$ cat src/design/tbrs_pkg.sv
`timescale 1ns / 1ps
`default_nettype none
// ----------------------------------------------------------------------------
// tbrs_pkg
// Shared types, constants and helpers of the tape blank run splitter.
// ----------------------------------------------------------------------------
package tbrs_pkg;

	localparam int COUNT_BITS = 6;
	localparam logic [31:0] COUNT_MAX = 32'((64'd1 << COUNT_BITS) - 64'd1);

	localparam int REG_BITS = 6;
	localparam int SEG_BITS = 16;
	localparam int FRAME_BITS = 8;

	typedef enum logic [1:0] {
		MODE_FIVE  = 2'd0,
		MODE_SEVEN = 2'd1,
		MODE_EIGHT = 2'd2,
		MODE_SPARE = 2'd3
	} frame_mode_t;

	typedef enum logic [1:0] {
		REG_FRAME_MODE    = 2'd0,
		REG_SPLIT_LENGTH  = 2'd1,
		REG_LEADER_LENGTH = 2'd2,
		REG_TRAILER_LENGTH = 2'd3
	} reg_index_t;

	typedef enum logic {
		ACT_FRAME = 1'b0,
		ACT_END   = 1'b1
	} action_t;

	localparam logic [FRAME_BITS-1:0] MASK_FIVE  = 8'h1f;
	localparam logic [FRAME_BITS-1:0] MASK_SEVEN = 8'h7f;
	localparam logic [FRAME_BITS-1:0] MASK_EIGHT = 8'hff;

	localparam logic [1:0] RST_FRAME_MODE = 2'd2;
	localparam logic [REG_BITS-1:0] RST_SPLIT_LENGTH = 6'd50;
	localparam logic [REG_BITS-1:0] RST_LEADER_LENGTH = 6'd30;
	localparam logic [REG_BITS-1:0] RST_TRAILER_LENGTH = 6'd30;

	// one burst of results: zeros blank frames, then optionally one data frame
	typedef struct packed {
		logic                  load;
		logic [COUNT_BITS-1:0] zeros;
		logic                  has_frame;
		logic [FRAME_BITS-1:0] frame;
		logic [SEG_BITS-1:0]   seg;
		logic                  start;
	} burst_t;

	function automatic logic [COUNT_BITS-1:0] cap_count(input logic [REG_BITS-1:0] v);
		logic [31:0] w;
		w = {{(32-REG_BITS){1'b0}}, v};
		if (w > COUNT_MAX) begin
			return COUNT_MAX[COUNT_BITS-1:0];
		end
		return w[COUNT_BITS-1:0];
	endfunction

endpackage
`default_nettype wire

$ cat src/design/tbrs_decode.sv
`timescale 1ns / 1ps
`default_nettype none
// ----------------------------------------------------------------------------
// tbrs_decode
// Configuration registers, segment state and per-request burst decode.
// ----------------------------------------------------------------------------
module tbrs_decode
	import tbrs_pkg::*;
(
	input  wire logic                  clk,
	input  wire logic                  arst_n,
	input  wire logic                  cfg_we,
	input  wire logic [1:0]            cfg_index,
	input  wire logic [REG_BITS-1:0]   cfg_data,
	input  wire logic                  accept,
	input  wire logic                  action,
	input  wire logic [FRAME_BITS-1:0] frame_value,
	output burst_t                     burst
);

	logic [1:0]            frame_mode_q;
	logic [REG_BITS-1:0]   split_q;
	logic [REG_BITS-1:0]   leader_q;
	logic [REG_BITS-1:0]   trailer_q;
	logic                  in_seg_q;
	logic [COUNT_BITS-1:0] held_q;
	logic [SEG_BITS-1:0]   counter_q;

	logic                  in_seg_n;
	logic [COUNT_BITS-1:0] held_n;
	logic [SEG_BITS-1:0]   counter_n;
	logic [COUNT_BITS-1:0] held_inc;
	logic [COUNT_BITS-1:0] split_cap;
	logic [FRAME_BITS-1:0] mask;
	logic [FRAME_BITS-1:0] v;

	always_comb begin
		unique case (frame_mode_t'(frame_mode_q))
			MODE_FIVE:  mask = MASK_FIVE;
			MODE_SEVEN: mask = MASK_SEVEN;
			default:    mask = MASK_EIGHT;
		endcase
	end

	assign v = frame_value & mask;
	assign split_cap = cap_count((split_q == '0) ? REG_BITS'(1) : split_q);
	assign held_inc = held_q + COUNT_BITS'(1);

	always_comb begin
		burst = '0;
		burst.frame = v;
		burst.seg = counter_q;
		in_seg_n = in_seg_q;
		held_n = held_q;
		counter_n = counter_q;
		if (action_t'(action) == ACT_END) begin
			if (in_seg_q) begin
				burst.zeros = cap_count(trailer_q);
				burst.load = (burst.zeros != '0);
				in_seg_n = 1'b0;
				held_n = '0;
				counter_n = counter_q + SEG_BITS'(1);
			end
		end else if (!in_seg_q) begin
			if (v != '0) begin
				burst.zeros = cap_count(leader_q);
				burst.has_frame = 1'b1;
				burst.start = 1'b1;
				burst.load = 1'b1;
				in_seg_n = 1'b1;
				held_n = '0;
			end
		end else if (v == '0) begin
			if (held_inc >= split_cap) begin
				// run long enough: drop held blanks, emit trailer
				burst.zeros = cap_count(trailer_q);
				burst.load = (burst.zeros != '0);
				in_seg_n = 1'b0;
				held_n = '0;
				counter_n = counter_q + SEG_BITS'(1);
			end else begin
				held_n = held_inc;
			end
		end else begin
			burst.zeros = held_q;
			burst.has_frame = 1'b1;
			burst.load = 1'b1;
			held_n = '0;
		end
		if (!accept) begin
			burst.load = 1'b0;
		end
	end

	always_ff @(posedge clk or negedge arst_n) begin
		if (!arst_n) begin
			frame_mode_q <= RST_FRAME_MODE;
			split_q <= RST_SPLIT_LENGTH;
			leader_q <= RST_LEADER_LENGTH;
			trailer_q <= RST_TRAILER_LENGTH;
		end else if (cfg_we) begin
			unique case (reg_index_t'(cfg_index))
				REG_FRAME_MODE:     frame_mode_q <= cfg_data[1:0];
				REG_SPLIT_LENGTH:   split_q <= cfg_data;
				REG_LEADER_LENGTH:  leader_q <= cfg_data;
				REG_TRAILER_LENGTH: trailer_q <= cfg_data;
				default: ;
			endcase
		end
	end

	always_ff @(posedge clk or negedge arst_n) begin
		if (!arst_n) begin
			in_seg_q <= 1'b0;
			held_q <= '0;
			counter_q <= '0;
		end else if (accept) begin
			in_seg_q <= in_seg_n;
			held_q <= held_n;
			counter_q <= counter_n;
		end
	end

endmodule
`default_nettype wire

$ cat src/design/tbrs_emit.sv
`timescale 1ns / 1ps
`default_nettype none
// ----------------------------------------------------------------------------
// tbrs_emit
// Burst register and output register; counts out blanks, then the frame.
// ----------------------------------------------------------------------------
module tbrs_emit
	import tbrs_pkg::*;
(
	input  wire logic                  clk,
	input  wire logic                  arst_n,
	input  wire burst_t                burst,
	output logic                       free,
	output logic                       out_valid,
	input  wire logic                  out_ready,
	output logic [FRAME_BITS-1:0]      out_frame,
	output logic [SEG_BITS-1:0]        out_seg,
	output logic                       out_start,
	output logic                       out_last
);

	logic                  valid_s1;
	logic [COUNT_BITS-1:0] zeros_s1;
	logic                  has_frame_s1;
	logic [FRAME_BITS-1:0] frame_s1;
	logic [SEG_BITS-1:0]   seg_s1;
	logic                  start_s1;

	logic move;
	logic last_now;

	assign move = valid_s1 && (!out_valid || out_ready);
	assign last_now = (zeros_s1 == '0) ||
		((zeros_s1 == COUNT_BITS'(1)) && !has_frame_s1);
	assign free = !valid_s1 || (move && last_now);

	always_ff @(posedge clk or negedge arst_n) begin
		if (!arst_n) begin
			valid_s1 <= 1'b0;
		end else if (burst.load) begin
			valid_s1 <= 1'b1;
		end else if (move && last_now) begin
			valid_s1 <= 1'b0;
		end
	end

	always_ff @(posedge clk) begin
		if (burst.load) begin
			zeros_s1 <= burst.zeros;
			has_frame_s1 <= burst.has_frame;
			frame_s1 <= burst.frame;
			seg_s1 <= burst.seg;
			start_s1 <= burst.start;
		end else if (move) begin
			if (zeros_s1 != '0) begin
				zeros_s1 <= zeros_s1 - COUNT_BITS'(1);
			end
			start_s1 <= 1'b0;
		end
	end

	always_ff @(posedge clk or negedge arst_n) begin
		if (!arst_n) begin
			out_valid <= 1'b0;
		end else if (move) begin
			out_valid <= 1'b1;
		end else if (out_ready) begin
			out_valid <= 1'b0;
		end
	end

	always_ff @(posedge clk) begin
		if (move) begin
			out_frame <= (zeros_s1 != '0) ? '0 : frame_s1;
			out_seg <= seg_s1;
			out_start <= start_s1;
			out_last <= last_now;
		end
	end

`ifndef SYNTHESIS
	a_burst_nonempty: assert property (@(posedge clk) disable iff (!arst_n)
		valid_s1 && (zeros_s1 == '0) |-> has_frame_s1)
		else $error("burst with no result left");
	a_burst_stays: assert property (@(posedge clk) disable iff (!arst_n)
		move && !last_now |=> valid_s1)
		else $error("burst dropped before its last result");
	a_no_overwrite: assert property (@(posedge clk) disable iff (!arst_n)
		burst.load |-> free)
		else $error("burst loaded over a busy one");
`endif

endmodule
`default_nettype wire

$ cat src/design/tape_blank_run_splitter_unit.sv
`timescale 1ns / 1ps
`default_nettype none
// ----------------------------------------------------------------------------
// tape_blank_run_splitter_unit
// Splits a tape frame stream into segments framed by leader and trailer.
// ----------------------------------------------------------------------------
// Order: a request enters the burst register, each result the output register.
// Throughput: one result per cycle unless m_tready stalls; a request with n results
//   holds the input in the burst counter till done; one-result ones flow each cycle.
// Reset: arst_n clears segment state, counter and valids; registers take
//   their default values.
module tape_blank_run_splitter_unit
	import tbrs_pkg::*;
(
	input  wire logic                clk,
	input  wire logic                arst_n,
	input  wire logic                cfg_we,
	input  wire logic [1:0]          cfg_index,
	input  wire logic [REG_BITS-1:0] cfg_data,
	input  wire logic                s_tvalid,
	output logic                     s_tready,
	input  wire logic [7:0]          s_tdata,  // [7:0] frame_value
	input  wire logic                s_tuser,  // [0] action
	output logic                     m_tvalid,
	input  wire logic                m_tready,
	output logic [23:0]              m_tdata,  // [7:0] out_frame, [23:8] segment_number
	output logic                     m_tuser,  // [0] segment_start
	output logic                     m_tlast
);

	burst_t                burst;
	logic                  free;
	logic [FRAME_BITS-1:0] out_frame;
	logic [SEG_BITS-1:0]   out_seg;

	assign s_tready = free;

	tbrs_decode u_decode (
		.clk         (clk),
		.arst_n      (arst_n),
		.cfg_we      (cfg_we),
		.cfg_index   (cfg_index),
		.cfg_data    (cfg_data),
		.accept      (s_tvalid && free),
		.action      (s_tuser),
		.frame_value (s_tdata),
		.burst       (burst)
	);

	tbrs_emit u_emit (
		.clk       (clk),
		.arst_n    (arst_n),
		.burst     (burst),
		.free      (free),
		.out_valid (m_tvalid),
		.out_ready (m_tready),
		.out_frame (out_frame),
		.out_seg   (out_seg),
		.out_start (m_tuser),
		.out_last  (m_tlast)
	);

	assign m_tdata = {out_seg, out_frame};

endmodule
`default_nettype wire
$ cat config.mk
export PLATFORM = sky130hd
export DESIGN_NAME = tape_blank_run_splitter_unit
export DESIGN_NICKNAME = d
export VERILOG_FILES = /design/src/design/tbrs_pkg.sv /design/src/design/tbrs_decode.sv /design/src/design/tbrs_emit.sv /design/src/design/tape_blank_run_splitter_unit.sv
export SDC_FILE = /design/constraint.sdc
export NUM_CORES = 1
export LEC_CHECK = 0
export BUFFER_PORTS_ARGS = -buffer_cell sky130_fd_sc_hd__buf_4
export CAP_MARGIN = 15
export CORE_UTILIZATION = 41
export DETAILED_ROUTE_END_ITERATION = 10
export PLACE_DENSITY_LB_ADDON = 0.1
export SLEW_MARGIN = 5
export SYNTH_ARGS = -nofsm -noshare
export SYNTH_HDL_FRONTEND = slang
export SYNTH_SLANG_ARGS = --single-unit
$ cat constraint.sdc
create_clock -name clk -period 10.4 [get_ports clk]
set_clock_uncertainty 0.15 [all_clocks]
set_input_delay 1.04 -clock clk [delete_from_list [all_inputs] [get_ports clk]]
set_output_delay 1.04 -clock clk [all_outputs]
set_load 0.01 [all_outputs]
==> impl_metrics.ini, run 1 <==
[sta]
drv_slew = 0
setup-tns-final_ps = 0
fmax_ghz = 0.248
slew-limit-headroom_pct = 45.3
finalSetupViolations = 0
fin_ws_ps = 6360
tightest_slew_ps = 813
min_period_ps = 4040
fin_crit_sh_pct = 38.8
rsz0062_at_grt = false
hold_violations = 0

[power_and_ir_drop]
power.static_leakage_nw = 2.31
p_comb_share_pct = 12.9
finalPower_mw = 0.968
sw_frac_of_total_pct = 26.2
pwr-share-seq_pct = 52.2
vdd_ir_drop_max_mv = 0.0761
switching_power_mw = 0.253
p_per_area_mw_per_mm2 = 175
pwr-share-clk_pct = 34.9
internal-power_mw = 0.715

[synth]
synth_edf_count = 58
synth_top_flop_cell = edfxtp_1
synth_warnings = 0
async_flop_share_pct = 43.7
syn_avg_cell_area_um2 = 13.4
synth-seq-cells = 103
syn_inst = 351
syn-num-nets = 383
ys_types = 52
ys_seq_area_share_pct = 61.4
syn_area_mm2 = 0.00469

[clock_tree]
cts_max_level = 3
cts_sinks = 103
hold_buffers = 0
numCtsBuffers = 9
cts_resized = 0
clk_path_buf_depth = 2
worstSkewPairLatency_ps = 350
cts_tree = built
clk_pin_slew_ps = 70
cts_setup_buffers = 0
cts_root_buffer = clkbuf_16

[critical_path]
critical_path.top_delay_family = compound AO/OA/AOI/OAI gates
critPathCaptureType = register
reg2reg_depth = 10
cpPeakStageDelay_ps = 730
arrival_ps = 4000
reg2reg_from = u_decode.held_q[2]$_DFFE_PN0P_
path_max_fanout = 29
ff2ff_setup_slack_ps = 6360
worstSetupStartpointType = register
r2r_end = u_emit.start_s1$_SDFFCE_PP0P_
worstPathRequired_ps = 10360
path_class = reg -> reg
crit_chain = and3_1 -> nand3_1 -> xnor2_1 -> ha_1 -> a21o_1 -> a31oi_1 -> o211a_1 -> o21a_1 -> inv_2 -> or2_2
worst_path_max_delay_cell = o211a_1
cp_num_buf_inv = 1

[routing]
postRouteAntennaNets = 0
drt-initial-drc-count = 215
wl_per_cell_um = 17.3
routed_wl_um = 9490
drc = 0
drt_pass1_iterations = 4
via_count = 3001
vias_per_cell = 5.48

[die]
core_region_area_mm2 = 0.0110
initial_core_util_pct = 42.7
die_x_um = 109
die_area_mm2 = 0.0119
io_pins = 50
die_h_um = 109
row_count = 38

[global_routing]
grt_pass1_vias = 2913
antenna_found_initial = 0
grt_pass1_wl_um = 15500
grt_max_degree = 46
track_usage_pct = 17.5
grt_overflow = 0

[status]
status = finished, final reports clean

[placed_design]
place_ws_ps = 6370
io_buffers = 49
dp_cells = 531
dp_hpwl_um = 6480
gp_congestion = 0.842

[cells_and_area]
nets = 435
mostFrequentLayoutCells = 58 x edfxtp_1, 50 x buf_4, 33 x dfrtp_1
final_common_cell = edfxtp_1
layout-drive-gt1-share_pct = 29.4
area_growth_pct = 17.9
antennaDiodeCount = 0
instances_no_fill = 548

[worst_hold_path]
min_path_type = reg -> reg
min-delay-start = u_emit.seg_s1[13]$_DFFE_PN_
holdPathStages = 0
hold_end = u_emit.out_seg[13]$_DFFE_PP_

[job]
drv_cap = 0
==> sequential cells by signal, indices dropped and copies added (netlist names), 2 cells and up <==
name and count:
u_decode.frame_mode_q 2, u_emit.seg_s1 16, u_decode.counter_q 16, u_emit.frame_s1 8, u_decode.split_q 6, u_emit.zeros_s1 6
u_decode.trailer_q 6, u_decode.held_q 6, u_emit.out_seg 16, u_emit.out_frame 8, u_decode.leader_q 6
==> per-stage QoR <==
step,hold WS (ps),util [%],area (µm²)
after floorplan,250,-,4690
after global placement,252,47.4,5200
after detailed placement,255,47.4,5200
after CTS,272,50.1,5500
after global routing,285,50.4,5540
final,270,50.4,5540
==> area by class of cell <==
| type | count | area (µm²) |
|---|---|---|
| Inverter | 14 | 52.6 |
| Sequential cell | 103 | 2880 |
| Multi-Input combinational cell | 224 | 1720 |
| Tap cell | 140 | 175 |
| Clock inverter | 6 | 48.8 |
| Timing Repair Buffer | 51 | 403 |
| Clock buffer | 10 | 250 |
| Fill cell | 993 | 5450 |
==> per-layer routing <==
| layer | vias up | track usage (%) | part of all wire (%) |
|---|---|---|---|
| li1 | 1433 | - | - |
| met4 | 0 | 6.37 | 1.6 |
| met1 | 1490 | 25.1 | 49 |
| met5 | - | 0 | 0 |
| met3 | 10 | 3.47 | 3.9 |
| met2 | 68 | 26.1 | 46 |
==> kinds of logic after synthesis <==
group / after synthesis / share of synthesized area, %
flops: 103 / 61.4
buf+inv: 24 / 2.16
xor+xnor: 22 / 4.10
compound gates: 54 / 8.80
mux: 25 / 5.89
simple gates: 113 / 15.0
fa+ha+maj: 10 / 2.67
==> worst reg2reg max path: stages, from the launching register on <==
cell,delay [ps]
dfrtp_1,430
and3_1,220
nand3_1,100
xnor2_1,220
ha_1,350
a21o_1,270
a31oi_1,290
o211a_1,730
o21a_1,360
inv_2,300
or2_2,390
==> cells in the mapped netlist (4+ instances only) <==
library cell | number | area share [%]
mux2i_1 | 4 | 0.85
nor2_1 | 5 | 0.40
mux2_2 | 21 | 5.0
nand2b_1 | 9 | 1.2
o21ai_0 | 4 | 0.43
ha_1 | 10 | 2.7
nand4_1 | 11 | 1.5
dfrtp_1 | 33 | 18
o211ai_1 | 8 | 1.3
edfxtp_1 | 58 | 37
a21oi_1 | 5 | 0.53
nand2_1 | 25 | 2.0
clkbuf_1 | 5 | 0.40
o2bb2ai_1 | 4 | 0.75
xnor2_1 | 4 | 0.75
and4_1 | 4 | 0.75
and3_1 | 18 | 2.4
xor2_1 | 18 | 3.4
a21o_1 | 5 | 0.80
nand3_1 | 10 | 1.1
dfstp_2 | 12 | 6.7
nor4_2 | 8 | 2.1
nor3_1 | 5 | 0.53
inv_1 | 13 | 1.0
a31oi_1 | 10 | 1.3
==> worst max path at each step <==
stage | slack (ps) | endpoint | cells after the start | from
final | 6360 | u_emit.start_s1$_SDFFCE_PP0P_ | 10 | u_decode.held_q[2]$_DFFE_PN0P_
after global routing | 6040 | u_emit.start_s1$_SDFFCE_PP0P_ | 10 | u_decode.held_q[0]$_DFFE_PN0P_
after CTS | 6330 | u_emit.start_s1$_SDFFCE_PP0P_ | 10 | u_decode.held_q[0]$_DFFE_PN0P_
after detailed placement | 6370 | u_emit.start_s1$_SDFFCE_PP0P_ | 10 | u_decode.held_q[2]$_DFFE_PN0P_
after global placement | 6520 | u_emit.start_s1$_SDFFCE_PP0P_ | 10 | u_decode.held_q[0]$_DFFE_PN0P_
after floorplan | 7090 | u_emit.start_s1$_SDFFCE_PP0P_ | 12 | u_decode.held_q[0]$_DFFE_PN0P_
==> power by group through the flow <==
| stage | logic (mW) | registers, mW | clock network, mW |
|---|---|---|---|
| 2_1_floorplan | 0.0786 | 0.507 | 0 |
| 3_3_place_gp | 0.121 | 0.512 | 0 |
| 3_5_place_dp | 0.123 | 0.513 | 0 |
| 4_1_cts | 0.124 | 0.505 | 0.344 |
| 5_1_grt | 0.140 | 0.510 | 0.363 |
| 6_report | 0.125 | 0.506 | 0.338 |
Power figures use the tool's default switching activity.
==> run 2, diff against run 1 <==
clock period = 4.09 ns   (was 10.4 ns; I/O delays follow)
==> run 2 against run 1 <==
Net effect: die area stayed put; non-clock buffer count is 2 higher; global-route usage is 0.89 points lower; clock power is 150% higher; critical endpoint unchanged.
==> impl_metrics.ini, run 2 (synthesis gave the netlist of run 1 again) <==
[clock_tree]
numCtsBuffers = 9
hold_buffers = 1
cts_root_buffer = clkbuf_16
cts_setup_buffers = 0
cts_max_level = 3
cts_tree = built
worstSkewPairLatency_ps = 350
cts_sinks = 103
clk_path_buf_depth = 2
cts_resized = 0
clk_pin_slew_ps = 70

[cells_and_area]
nets = 437
mostFrequentLayoutCells = 58 x edfxtp_1, 52 x buf_4, 33 x dfrtp_1
instances_no_fill = 550
antennaDiodeCount = 0
final_common_cell = edfxtp_1
fill_cells = 952
reg_top3 = u_decode.counter_q: 16 flops, u_emit.out_seg: 16 flops, u_emit.seg_s1: 16 flops
area_growth_pct = 17.7
layout-drive-gt1-share_pct = 29.3

[die]
io_pins = 50
die_area_mm2 = 0.0119
die_h_um = 109
die_x_um = 109
core_region_area_mm2 = 0.0110
row_count = 38
initial_core_util_pct = 42.7

[sta]
setup-tns-final_ps = 0
fin_ws_ps = 812
drv_slew = 0
min_period_ps = 3280
slew-limit-headroom_pct = 27.2
hold_violations = 0
finalSetupViolations = 0
tightest_slew_ps = 1090
worst_hold_slack_ps = 101
fmax_ghz = 0.305
fin_crit_sh_pct = 80.1
rsz0062_at_grt = false

[routing]
via_count = 2944
drc = 0
drt-initial-drc-count = 122
vias_per_cell = 5.35
drt_pass1_iterations = 4
postRouteAntennaNets = 0
routed_wl_um = 9030
wl_per_cell_um = 16.4

[job]
drv_cap = 0

[critical_path]
path_max_fanout = 14
worstSetupStartpointType = register
critPathCaptureType = register
worstPathRequired_ps = 4050
path_class = reg -> reg
arrival_ps = 3230

[status]
status = finished, final reports clean

[placed_design]
io_buffers = 49
dp_hpwl_um = 6380
gp_congestion = 0.838
place_ws_ps = 856
dp_cells = 533

[global_routing]
track_usage_pct = 16.6
grt_overflow = 0
grt_max_degree = 46
antenna_found_initial = 0
grt_pass1_wl_um = 14800
grt_pass1_vias = 2938

[power_and_ir_drop]
power.static_leakage_nw = 2.30
finalPower_mw = 2.43
p_per_area_mw_per_mm2 = 439
vdd_ir_drop_max_mv = 0.195

[worst_hold_path]
min_path_type = in -> reg
==> run 2: changes by cell type in the layout (fill, tap and decap cells not counted) <==
| cell | previous run | this run |
|---|---|---|
| inv_4 | 1 | 0 |
| clkinv_2 | 1 | 0 |
| clkbuf_8 | 0 | 2 |
| buf_4 | 50 | 52 |
| clkbuf_16 | 10 | 9 |
| dlygate4sd3_1 | 0 | 1 |
| clkbuf_1 | 0 | 1 |
| inv_6 | 2 | 1 |
| clkinvlp_4 | 0 | 1 |
| buf_16 | 1 | 0 |
==> run 2: area by class of cell <==
| cell class | instances | area (µm²) | share of cell area (%) |
|---|---|---|---|
| clock buffers | 12 | 256 | 4.64 |
| flip-flops and latches | 103 | 2880 | 52.2 |
| well taps | 140 | 175 | 3.17 |
| repair buffers | 53 | 400 | 7.24 |
| multi-input cells | 224 | 1720 | 31.2 |
| clock inverters | 4 | 36.3 | 0.657 |
| inverters | 14 | 52.6 | 0.951 |
==> run 2: final timing paths <==
path | startpoint | to | depth (start not counted) | slack (ps)
max in group asynchronous | arst_n | u_decode.counter_q[13]$_DFFE_PN0P_ | 2 | 2930
worst max-delay path | u_decode.held_q[0]$_DFFE_PN0P_ | u_emit.start_s1$_SDFFCE_PP0P_ | 10 | 810
worst min register to register | u_emit.seg_s1[9]$_DFFE_PN_ | u_emit.out_seg[9]$_DFFE_PP_ | 0 | 270
min in group asynchronous | arst_n | u_decode.frame_mode_q[0]$_DFFE_PN0P_ | 2 | 460
worst max register to register | u_decode.held_q[0]$_DFFE_PN0P_ | u_emit.start_s1$_SDFFCE_PP0P_ | 10 | 810
worst min-delay path | s_tdata[1] | u_emit.frame_s1[1]$_DFFE_PN_ | 1 | 100
==> run 2: power by group <==
group / internal (mW) / total [mW] / switching [mW]
Sequential: 1.21 / 1.29 / 0.0727
Combinational: 0.143 / 0.311 / 0.168
Clock: 0.454 / 0.831 / 0.377
==> run 2: worst max-delay path: stages (launching register included) <==
cell,delay (ps)
dfrtp_1,440
and3_1,220
nand3_1,100
xnor2_1,160
ha_1,400
a21o_1,260
a31oi_1,310
o211a_1,240
o21a_1,270
inv_2,190
or2_2,320
==> run 2: per-stage QoR <==
stage,util [%],cell area (µm²)
final,50.3,5530
after global routing,50.3,5530
after CTS,50.3,5520
after detailed placement,47.5,5220
after global placement,47.5,5220
after floorplan,-,4690
==> run 2: layer usage <==
metal	share of wire, %	global-route usage [%]	wire length, µm	vias to the layer above
met5	0	0	0	-
met4	1.8	7.24	161	0
met3	3.4	3.65	304	15
met2	46	24.8	4130	50
met1	49	23.2	4430	1434
li1	-	-	-	1445
